--- src/rtl/gcsf_pkg.sv ---
// Shared types and constants for the greedy compatible split filter.
// No dependencies; imported by the top level.
package gcsf_pkg;

    // Fixed field widths
    localparam int SPLIT_W = 64;
    localparam int SUP_W   = 16;
    localparam int CNT_W   = 6;
    localparam int CFG_W   = 16;
    localparam int CFG_AW  = 2;
    localparam int STAT_W  = 3;

    // Stream payload widths (whole bytes)
    localparam int IN_TDATA_W  = 80;
    localparam int OUT_TDATA_W = 16;

    // Configuration register indexes
    localparam logic [CFG_AW-1:0] CFG_MIN_SUPPORT = 2'd0;
    localparam logic [CFG_AW-1:0] CFG_THR_SUPPORT = 2'd1;
    localparam logic [CFG_AW-1:0] CFG_SPLIT_CAP   = 2'd2;

    // Result status codes
    typedef enum logic [STAT_W-1:0] {
        ST_MAJORITY   = 3'd0,
        ST_COMPATIBLE = 3'd1,
        ST_BELOW_MIN  = 3'd2,
        ST_CONFLICT   = 3'd3,
        ST_FULL       = 3'd4
    } status_t;

    // Controller states
    typedef enum logic [1:0] {
        FSM_IDLE,
        FSM_SCAN,
        FSM_DONE
    } fsm_state_t;

endpackage

--- src/rtl/gcsf_store.sv ---
// Split store: single-port-write, single-port-read synchronous memory.
// Read data is registered. No package dependencies.
module gcsf_store #(
    parameter int DEPTH = 61,
    parameter int WIDTH = 64,
    parameter int AW    = 6
) (
    input  logic             clk,
    input  logic             wr_en,
    input  logic [AW-1:0]    wr_addr,
    input  logic [WIDTH-1:0] wr_data,
    input  logic             rd_en,
    input  logic [AW-1:0]    rd_addr,
    output logic [WIDTH-1:0] rd_data
);

    logic [WIDTH-1:0] mem [DEPTH];
    logic [WIDTH-1:0] rd_data_reg;

    // Write port
    always_ff @(posedge clk)
    begin
        if (wr_en)
        begin
            mem[wr_addr] <= wr_data;
        end
    end

    // Registered read port
    always_ff @(posedge clk)
    begin
        if (rd_en)
        begin
            rd_data_reg <= mem[rd_addr];
        end
    end

    assign rd_data = rd_data_reg;

endmodule

--- src/rtl/greedy_compatible_split_filter.sv ---
// Top level of the greedy compatible split filter.
// Depends on gcsf_pkg and the split store gcsf_store.

// One request is handled at a time. A candidate that is discarded, hits a
// full store, reaches the majority threshold, or meets an empty store goes
// from IDLE straight to DONE. A candidate that needs the compatibility
// check passes through SCAN first: the kept splits are read from the
// split store one entry per cycle through its single read port, and the
// scan stops early at the first conflict. A new request is taken
// while the previous result still waits on the output register. No
// clearing pass follows reset; kept entries are only read below the count.
module greedy_compatible_split_filter
    import gcsf_pkg::*;
#(
    parameter int TAXA        = 64,
    parameter int SPLIT_SLOTS = 61
) (
    input  logic                   clk,
    input  logic                   rst_n,
    // Configuration write port
    input  logic                   cfg_we,
    input  logic [CFG_AW-1:0]      cfg_addr,
    input  logic [CFG_W-1:0]       cfg_wdata,
    // Candidate stream
    input  logic                   s_tvalid,
    output logic                   s_tready,
    input  logic [IN_TDATA_W-1:0]  s_tdata,   // split_bits[63:0], support[79:64]
    input  logic [0:0]             s_tuser,   // first_of_set[0]
    // Result stream
    output logic                   m_tvalid,
    input  logic                   m_tready,
    output logic [OUT_TDATA_W-1:0] m_tdata    // status[2:0], slot[8:3],
                                              // kept_count[14:9], zero[15]
);

    localparam int IDX_W = (SPLIT_SLOTS > 1) ? $clog2(SPLIT_SLOTS) : 1;
    localparam logic [CNT_W-1:0] MAX_LIM = CNT_W'(SPLIT_SLOTS);

    // Configuration registers
    logic [SUP_W-1:0] min_support_reg;
    logic [SUP_W-1:0] thr_support_reg;
    logic [CNT_W-1:0] split_cap_reg;

    // Control and datapath registers
    fsm_state_t       state_reg,  state_next;
    logic [TAXA-1:0]  cand_reg,   cand_next;
    status_t          status_reg, status_next;
    logic [CNT_W-1:0] total_reg,  total_next;
    logic [CNT_W-1:0] scan_idx_reg, scan_idx_next;
    logic             chk_vld_reg, chk_vld_next;

    // Output register
    logic             m_tvalid_reg, m_tvalid_next;
    status_t          out_status_reg, out_status_next;
    logic [CNT_W-1:0] out_slot_reg,   out_slot_next;
    logic [CNT_W-1:0] out_count_reg,  out_count_next;

    // Memory interface
    logic             wr_en;
    logic             rd_en;
    logic [TAXA-1:0]  rd_data;

    // Decode of the incoming request
    logic [TAXA-1:0]  in_cand;
    logic [SUP_W-1:0] in_sup;
    logic             in_first;
    logic [CNT_W-1:0] in_base;
    logic [CNT_W-1:0] limit;
    logic             compatible;
    logic             load_out;

    assign in_cand  = s_tdata[TAXA-1:0];
    assign in_sup   = s_tdata[SPLIT_W +: SUP_W];
    assign in_first = s_tuser[0];
    assign in_base  = in_first ? '0 : total_reg;
    assign limit    = (split_cap_reg > MAX_LIM) ? MAX_LIM : split_cap_reg;

    // Two splits are compatible when one of the three overlaps is empty
    assign compatible = ((cand_reg & rd_data) == '0)
                     || ((cand_reg & ~rd_data) == '0)
                     || ((~cand_reg & rd_data) == '0);

    // Configuration writes
    always_ff @(posedge clk or negedge rst_n)
    begin
        if (!rst_n)
        begin
            min_support_reg <= '0;
            thr_support_reg <= SUP_W'(1);
            split_cap_reg   <= CNT_W'(61);
        end
        else if (cfg_we)
        begin
            unique case (cfg_addr)
                CFG_MIN_SUPPORT: min_support_reg <= cfg_wdata;
                CFG_THR_SUPPORT: thr_support_reg <= cfg_wdata;
                CFG_SPLIT_CAP:   split_cap_reg   <= cfg_wdata[CNT_W-1:0];
                default:         ;
            endcase
        end
    end

    // State and control registers
    always_ff @(posedge clk or negedge rst_n)
    begin
        if (!rst_n)
        begin
            state_reg    <= FSM_IDLE;
            total_reg    <= '0;
            chk_vld_reg  <= 1'b0;
            m_tvalid_reg <= 1'b0;
        end
        else
        begin
            state_reg    <= state_next;
            total_reg    <= total_next;
            chk_vld_reg  <= chk_vld_next;
            m_tvalid_reg <= m_tvalid_next;
        end
    end

    // Payload registers
    always_ff @(posedge clk)
    begin
        cand_reg       <= cand_next;
        status_reg     <= status_next;
        scan_idx_reg   <= scan_idx_next;
        out_status_reg <= out_status_next;
        out_slot_reg   <= out_slot_next;
        out_count_reg  <= out_count_next;
    end

    // Next state, scan control and result formation
    always_comb
    begin
        state_next      = state_reg;
        cand_next       = cand_reg;
        status_next     = status_reg;
        total_next      = total_reg;
        scan_idx_next   = scan_idx_reg;
        chk_vld_next    = 1'b0;
        m_tvalid_next   = m_tvalid_reg && !m_tready;
        out_status_next = out_status_reg;
        out_slot_next   = out_slot_reg;
        out_count_next  = out_count_reg;
        s_tready        = 1'b0;
        rd_en           = 1'b0;
        wr_en           = 1'b0;
        load_out        = 1'b0;

        unique case (state_reg)
            FSM_IDLE:
            begin
                s_tready = 1'b1;
                if (s_tvalid)
                begin
                    // Take the request, clear the set if asked, classify
                    cand_next     = in_cand;
                    total_next    = in_base;
                    scan_idx_next = '0;
                    state_next    = FSM_DONE;
                    priority if (in_sup < min_support_reg)
                        status_next = ST_BELOW_MIN;
                    else if (in_base >= limit)
                        status_next = ST_FULL;
                    else if (in_sup >= thr_support_reg)
                        status_next = ST_MAJORITY;
                    else
                    begin
                        status_next = ST_COMPATIBLE;
                        if (in_base != '0)
                        begin
                            state_next = FSM_SCAN;
                        end
                    end
                end
            end

            FSM_SCAN:
            begin
                // Issue one read per cycle while entries remain
                rd_en = (scan_idx_reg < total_reg);
                if (rd_en)
                begin
                    scan_idx_next = scan_idx_reg + CNT_W'(1);
                end
                chk_vld_next = rd_en;
                // Check the entry read in the previous cycle
                if (chk_vld_reg)
                begin
                    if (!compatible)
                    begin
                        status_next  = ST_CONFLICT;
                        chk_vld_next = 1'b0;
                        state_next   = FSM_DONE;
                    end
                    else if (!rd_en)
                    begin
                        state_next = FSM_DONE;
                    end
                end
            end

            FSM_DONE:
            begin
                // Commit and hand the result to the output register
                if (!m_tvalid_reg || m_tready)
                begin
                    load_out        = 1'b1;
                    wr_en           = (status_reg == ST_MAJORITY)
                                   || (status_reg == ST_COMPATIBLE);
                    total_next      = wr_en ? total_reg + CNT_W'(1) : total_reg;
                    m_tvalid_next   = 1'b1;
                    out_status_next = status_reg;
                    out_slot_next   = wr_en ? total_reg : '0;
                    out_count_next  = total_next;
                    state_next      = FSM_IDLE;
                end
            end

            default:
            begin
                state_next = FSM_IDLE;
            end
        endcase
    end

    // Kept split store
    gcsf_store #(
        .DEPTH (SPLIT_SLOTS),
        .WIDTH (TAXA),
        .AW    (IDX_W)
    ) u_store (
        .clk     (clk),
        .wr_en   (wr_en),
        .wr_addr (total_reg[IDX_W-1:0]),
        .wr_data (cand_reg),
        .rd_en   (rd_en),
        .rd_addr (scan_idx_reg[IDX_W-1:0]),
        .rd_data (rd_data)
    );

    // Result stream outputs
    assign m_tvalid = m_tvalid_reg;
    assign m_tdata  = {1'b0, out_count_reg, out_slot_reg, out_status_reg};

`ifndef SYNTHESIS
    // Count of kept splits never passes the store depth
    a_total_bound: assert property (@(posedge clk) disable iff (!rst_n)
        total_reg <= MAX_LIM)
        else $error("kept count exceeds store depth");

    // An accepted split reports the slot just below the new count
    a_slot_count: assert property (@(posedge clk) disable iff (!rst_n)
        (m_tvalid_reg && ((out_status_reg == ST_MAJORITY)
                       || (out_status_reg == ST_COMPATIBLE)))
        |-> (out_slot_reg + CNT_W'(1) == out_count_reg))
        else $error("slot and kept count disagree");

    // A rejected request leaves the count unchanged
    a_reject_hold: assert property (@(posedge clk) disable iff (!rst_n)
        (load_out && !wr_en) |=> (total_reg == $past(total_reg)))
        else $error("rejected request changed the kept count");

    // A conflict needs at least one kept split
    a_conflict_nonempty: assert property (@(posedge clk) disable iff (!rst_n)
        (m_tvalid_reg && (out_status_reg == ST_CONFLICT))
        |-> (out_count_reg != '0))
        else $error("conflict reported against an empty store");
`endif

endmodule

--- config.mk ---
export PLATFORM = sky130hd
export DESIGN_NAME = greedy_compatible_split_filter
export DESIGN_NICKNAME = d
export VERILOG_FILES = /design/src/rtl/gcsf_pkg.sv /design/src/rtl/gcsf_store.sv /design/src/rtl/greedy_compatible_split_filter.sv
export SDC_FILE = /design/constraint.sdc
export NUM_CORES = 2
export LEC_CHECK = 0
export ABC_AREA = 1
export BUFFER_PORTS_ARGS = -buffer_cell sky130_fd_sc_hd__buf_4
export CORE_MARGIN = 4
export CORE_UTILIZATION = 50
export CTS_BUF_LIST = sky130_fd_sc_hd__clkbuf_16
export DETAILED_ROUTE_END_ITERATION = 8
export PLACE_DENSITY = 0.64
export SKIP_CTS_REPAIR_TIMING = 1
export SYNTH_ARGS = -nofsm -noshare
export SYNTH_HDL_FRONTEND = slang
export SYNTH_HIERARCHICAL = 1
export SYNTH_SLANG_ARGS = --single-unit
export TNS_END_PERCENT = 100
--- constraint.sdc ---
create_clock -name clk -period 11.02 [get_ports clk]
set_input_delay 1.102 -clock clk [delete_from_list [all_inputs] [get_ports clk]]
set_output_delay 1.102 -clock clk [all_outputs]
set_load 0.03 [all_outputs]
Yosys cells after proc, flatten, opt, wreduce, memory -nomap -nowiden --
Memories as Yosys holds them, arrays and structs flattened. A register that Yosys moved wholly into a read port is not among the register bits. Index checks and enable logic that the tools add are counted.
Storage, ports and cells: memories kept 1, RAM bits 3904, register bits 136, word-level logic and storage cells 99, output and inout port bits 18, input port bits 104
Cells by class: equality and inequality tests 11, $lt $le $gt $ge 5, add/subtract/negate cells 2, mux-type cells 37, bitwise logic cells 5, reductions and logical operators 25
Memory list:
- u_store.mem | depth 61, width 64, read ports 1, clocked after Yosys merged registers in 1, write ports 1, line gcsf_store.sv:17 | logic [WIDTH-1:0] mem [DEPTH];
Operators with widths (number):
- AND 64 bit | 3
- zero test 64 bit | 3
- inverter 64 bit | 2
- two-way mux 6 bit | 7
- one-hot mux 6 bit (2 select lines) | 2
- two-way mux 2 bit | 9
- >= comparator 16 bit | 1
- less-than comparator 16 bit | 1
- two-way mux 3 bit | 5
- adder 6 x 1 -> 6 bit (second input constant) | 2
- two-way mux 1 bit | 12
- inequality test 2 bit (second input constant) | 5
- AND reduction 2 bit | 5
- AND reduction 4 bit | 2
- >= comparator 6 bit | 1
- > comparator 6 bit (second input constant) | 1
- less-than comparator 6 bit | 1
- one-hot mux 2 bit (3 select lines) | 1
- one-hot mux 3 bit (2 select lines) | 1
- AND reduction 3 bit | 2
- nonzero test 6 bit | 1
- == test 2 x 1 -> 1 bit (second input constant) | 2
- == test 2 bit (second input constant) | 2
- zero test 2 bit | 2
- other kinds (7) | 12

Depth between registers and ports, before layout --
depth in word-level cells 8, depth in mapped cells 17, gate-level depth less buffers 17

Cells and area by module --
The synthesis kept the hierarchy.
By module, submodules not included:
- gcsf_store | area an instance 160751.7 um2, seq. area each 119154.3 um2, instances 1, cells each 13510
- greedy_compatible_split_filter | area an instance 7738.7 um2, seq. area each 3851.2 um2, instances 1, cells each 969

Worst setup path before layout --
Ideal clock, no wire load.
path type input -> register, from input m_tready, to memory u_store.mem[32][0] (enable), arrival time 8.333 ns, data required time 10.374 ns, stages on the path 7, library setup time 0.646 ns, path buffers 1, slack 2.041 ns, cell sequence nor2_1 > nor2_4 > inv_2 > nor2_1 > clkbuf_1 > nand4_1 > nor4_1
Between the ends: longest elaborated chain between the ends 5
RTL lines:
- start, declared | line greedy_compatible_split_filter.sv:31 | input logic m_tready,
- logical OR 1 bit | line greedy_compatible_split_filter.sv:207 | if (!m_tvalid_reg || m_tready)
- two-way mux 1 bit | line greedy_compatible_split_filter.sv:207
- two-way mux 1 bit | line greedy_compatible_split_filter.sv:151 | unique case (state_reg)
- named net wr_en | line greedy_compatible_split_filter.sv:59 | logic wr_en;
- two-way mux 1 bit | line gcsf_store.sv:23 | if (wr_en)
- two-way mux 1 bit (not written as such) | line gcsf_store.sv:25 | mem[wr_addr] <= wr_data;
- end, declared | line gcsf_store.sv:17
The timed path passes the listed nets, and every way through them passes these cells.

Worst setup path after layout --
from register state_reg[0], to memory u_store.mem[9][7] (enable)
Between the ends: longest elaborated chain between the ends 4
RTL lines:
- start, declared | line greedy_compatible_split_filter.sv:45 | fsm_state_t state_reg, state_next;
- start signal, assigned | line greedy_compatible_split_filter.sv:115 | state_reg <= state_next;
- == test 2 bit | line greedy_compatible_split_filter.sv:151
- two-way mux 1 bit | line greedy_compatible_split_filter.sv:151
- named net wr_en | line greedy_compatible_split_filter.sv:59
- two-way mux 1 bit | line gcsf_store.sv:23
- two-way mux 1 bit (not written as such) | line gcsf_store.sv:25
The timed path passes the listed nets, and every way through them passes these cells.

==> metrics.yaml <==
run_status:
  outcome: "completed"
setup_path:
  r2r_setup_slack_ns: 5.19
  cpLargestDelayFamily: "simple AND/OR/NAND/NOR gates"
  critPathCaptureType: "flip-flop"
  crit_chain: "nor2_4 > inv_2 > nor2_4 > inv_2 > nor2_1 > nand4_1 > nor2_4 > buf_4"
  cp.required_ns: 11.60
  path_max_fanout: 43
  cp.depth: 8
  crit_end: "u_store/mem[9][7]"
  critPathLaunch: "state_reg[0]"
  criticalPathCategory: "reg2reg"
  r2r_cells: 8
  cp_num_buf_inv: 3
  arrival_ns: 6.41
  cpMaxStageDelayCell: "nor2_4"
  cp_slowest_stage_delay_ns: 1.21
  r2r-start: "state_reg[0]"
  start_kind: "flip-flop"
  worstReg2RegEnd: "u_store/mem[9][7]"
  crit_top_cell: "nor2_4"
pwr:
  vdd_ir_drop_max_mv: 0.232
  p_sw_mw: 14.2
  p_comb_share_pct: 24.9
  p_int_mw: 28.4
  seqPwrFrac_pct: 43.3
  p_leak_nw: 69.3
  power_density_nw_per_um2: 229
  sw_frac_of_total_pct: 33.4
  clockPowerShare_pct: 31.8
timing:
  fin_skew_ns: 0.0804
  hold_viol: 0
  fmax_mhz: 172
  setup_viol: 0
  drv_slew: 0
  hold_ws_ns: 0.137
  tns_ns: 0
  max_slew_margin_pct: 10.8
  final.period_utilization_pct: 52.9
  rsz0062_at_grt: "false"
  worst-slew-pin-transition_ns: 1.34
  fin_crit_ns: 5.83
  setup_ws_ns: 5.19
floorplanning:
  core_um2: 334000
  die_area_um2: 346000
  io_pins: 122
  rows: 212
  die_h_um: 589
  start_util_pct: 50.4
  die_w_um: 589
logic_synthesis:
  syn_inst: 14500
  ys_types: 41
  ys_warn_count: 6
  avgSynthCellArea_um2: 11.6
  synth-seq-cells: 4104
  synth_top_cell_area_share_pct: 72.3
  syn_area_um2: 168000
  ys_seq_area_share_pct: 73.0
  synth_area_leaders: "edfxtp_1 72%, nand2_1 11%, nand3_1 10%, inv_1 1.8%, buf_2 1.4%"
  synth_nets: 14600
  synth_largest_area_cell: "edfxtp_1"
finish:
  fin_nets: 14600
  drive_above_1_share_pct: 7.40
  area_growth_pct: 10.7
  largest_register_ffs: 3904
  regArea_um2: 123000
  post-route-util_pct: 55.7
  multiInputGateArea_um2: 38400
  final.fill_count: 27500
  layoutNonFillerInstCount: 19300
clock_network:
  h-tree-depth: 5
  clockRootBuffer: "clkbuf_16"
  clk_latency_ns: 1.01
  cts_tree: "done"
  clk_pin_slew_ns: 0.06
  cts.sinks: 4104
  clk_path_buf_depth: 4
  cts_buffers: 411
place:
  io_buffers: 120
  dpl_worst_slack_ns: 4.97
  place.gp.congestion: 0.849
  place_inst: 18500
  hpwl_um: 261000
routing:
  vias: 113000
  antenna_left: 0
  post-route-drc-count: 0
  routedWlPerCell_um: 26.1
  dr.pass1.iters: 6
  drtIter0Drc: 16300
  via_per_inst: 5.87
  drt_wl_total_um: 504000
job:
  maxCapViolCount: 0
grt:
  grt_overflow: 0
  grt_pass1_vias: 105000
  grt_max_degree: 198
  grt_pass1_wl_um: 724000
  track_usage_pct: 28.2
  antenna_found_initial: 28
hold_path:
  min_path_type: "in2async"
-- routing by layer --
layer / GRT usage, % / part of all wire [%] / vias up
met5: 0 / 0.024 / -
met4: 9.80 / 3.8 / 18
met3: 5.82 / 12 / 1010
met2: 43.3 / 45 / 6503
met1: 40.4 / 40 / 55600
li1: - / - / 50100
-- cell usage after synthesis, drive strengths merged --
cell	instances
o21bai	1
dfrtp	42
nor3	7
nand2	4739
o211ai	23
buf	694
dfstp	6
nor4	8
a21o	1
inv	815
nand4	36
o21a	4
xnor2	1
a31oi	1
edfxtp	4056
a211oi	1
o21ai	86
nand3b	1
or2	44
a21oi	23
conb	1
o22ai	5
ha	44
clkbuf	167
nand3	3477
xor2	3
nor2	193
-- layout make-up --
class	count	share of cell area, %
Sequential cell	4104	66.0
Multi-Input combinational cell	8699	20.6
Clock inverter	342	1.37
Tap cell	4494	3.02
Clock buffer	418	5.61
Antenna cell	10	0.0134
Inverter	815	1.67
Timing Repair Buffer	400	1.76
-- power groups by stage --
stage	sequential [mW]	clock (mW)	combinational (mW)
3_5_place_dp	18.8	0	10.4
3_3_place_gp	18.8	0	10.3
2_1_floorplan	19.2	0	6.31
4_1_cts	18.4	13.7	10.4
6_report	18.5	13.6	10.6
5_1_grt	18.5	14.4	11.4
-- per-stage QoR --
| step | instance area [µm²] | power (mW) |
|---|---|---|
| finish | 186000 | 42.6 |
| CTS | 186000 | 42.6 |
| detailed placement | 173000 | 29.2 |
| floorplan | 168000 | 25.5 |
| global placement | 173000 | 29.1 |
| global route | 186000 | 44.3 |
-- placed cells by master, fill, tap and decap left out, drive strengths merged --
| cell type | synthesis | final |
|---|---|---|
| nand2 | 4739 | 4739 |
| edfxtp | 4056 | 4056 |
| nand3 | 3477 | 3477 |
| inv | 815 | 914 |
| clkbuf | 167 | 418 |
| buf | 694 | 400 |
| clkinv | 0 | 198 |
| nor2 | 193 | 193 |
| o21ai | 86 | 86 |
| ha | 44 | 44 |
| or2 | 44 | 44 |
| dfrtp | 42 | 42 |
| nand4 | 36 | 36 |
| bufinv | 0 | 33 |
| a21oi | 23 | 23 |
| o211ai | 23 | 23 |
| clkinvlp | 0 | 12 |
| diode | 0 | 10 |
| nor4 | 8 | 8 |
| nor3 | 7 | 7 |
| dfstp | 6 | 6 |
| o22ai | 5 | 5 |
| o21a | 4 | 4 |
| xor2 | 3 | 3 |
| o21bai | 1 | 1 |
| a21o | 1 | 1 |
| a211oi | 1 | 1 |
| nand3b | 1 | 1 |
| a31oi | 1 | 1 |
| xnor2 | 1 | 1 |
| conb | 1 | 1 |
-- logic make-up after synthesis --
family                   count (synthesis)  synth area share, %
XOR/XNOR                                 4               0.0208
buffers and inverters                 1676                 4.47
AND/OR/NAND/NOR                       8505                 21.7
adder cells (fa/ha/maj)                 44                0.327
AO/OA/AOI/OAI                          145                0.486
flip-flops                            4104                 73.0
other                                    1              0.00223
-- worst min path at each step --
stage	to	startpoint	depth (start not counted)	slack (ns)
floorplan	out_status_reg[0]	status_reg[0]	0	0.40
global placement	out_status_reg[0]	status_reg[0]	0	0.44
detailed placement	out_status_reg[0]	status_reg[0]	0	0.41
CTS	m_tvalid	rst_n	1	0.12
global route	min_support_reg[7]	rst_n	1	0.16
finish	min_support_reg[5]	rst_n	1	0.14
-- worst reg2reg max path, cell delays in order, from the launching register on --
cell and delay (ns):
dfrtp_1 0.44, nor2_4 0.22, inv_2 0.13, nor2_4 0.39, inv_2 0.11, nor2_1 0.93
nand4_1 0.92, nor2_4 1.21, buf_4 0.99
(Power assumes the default switching activity.)
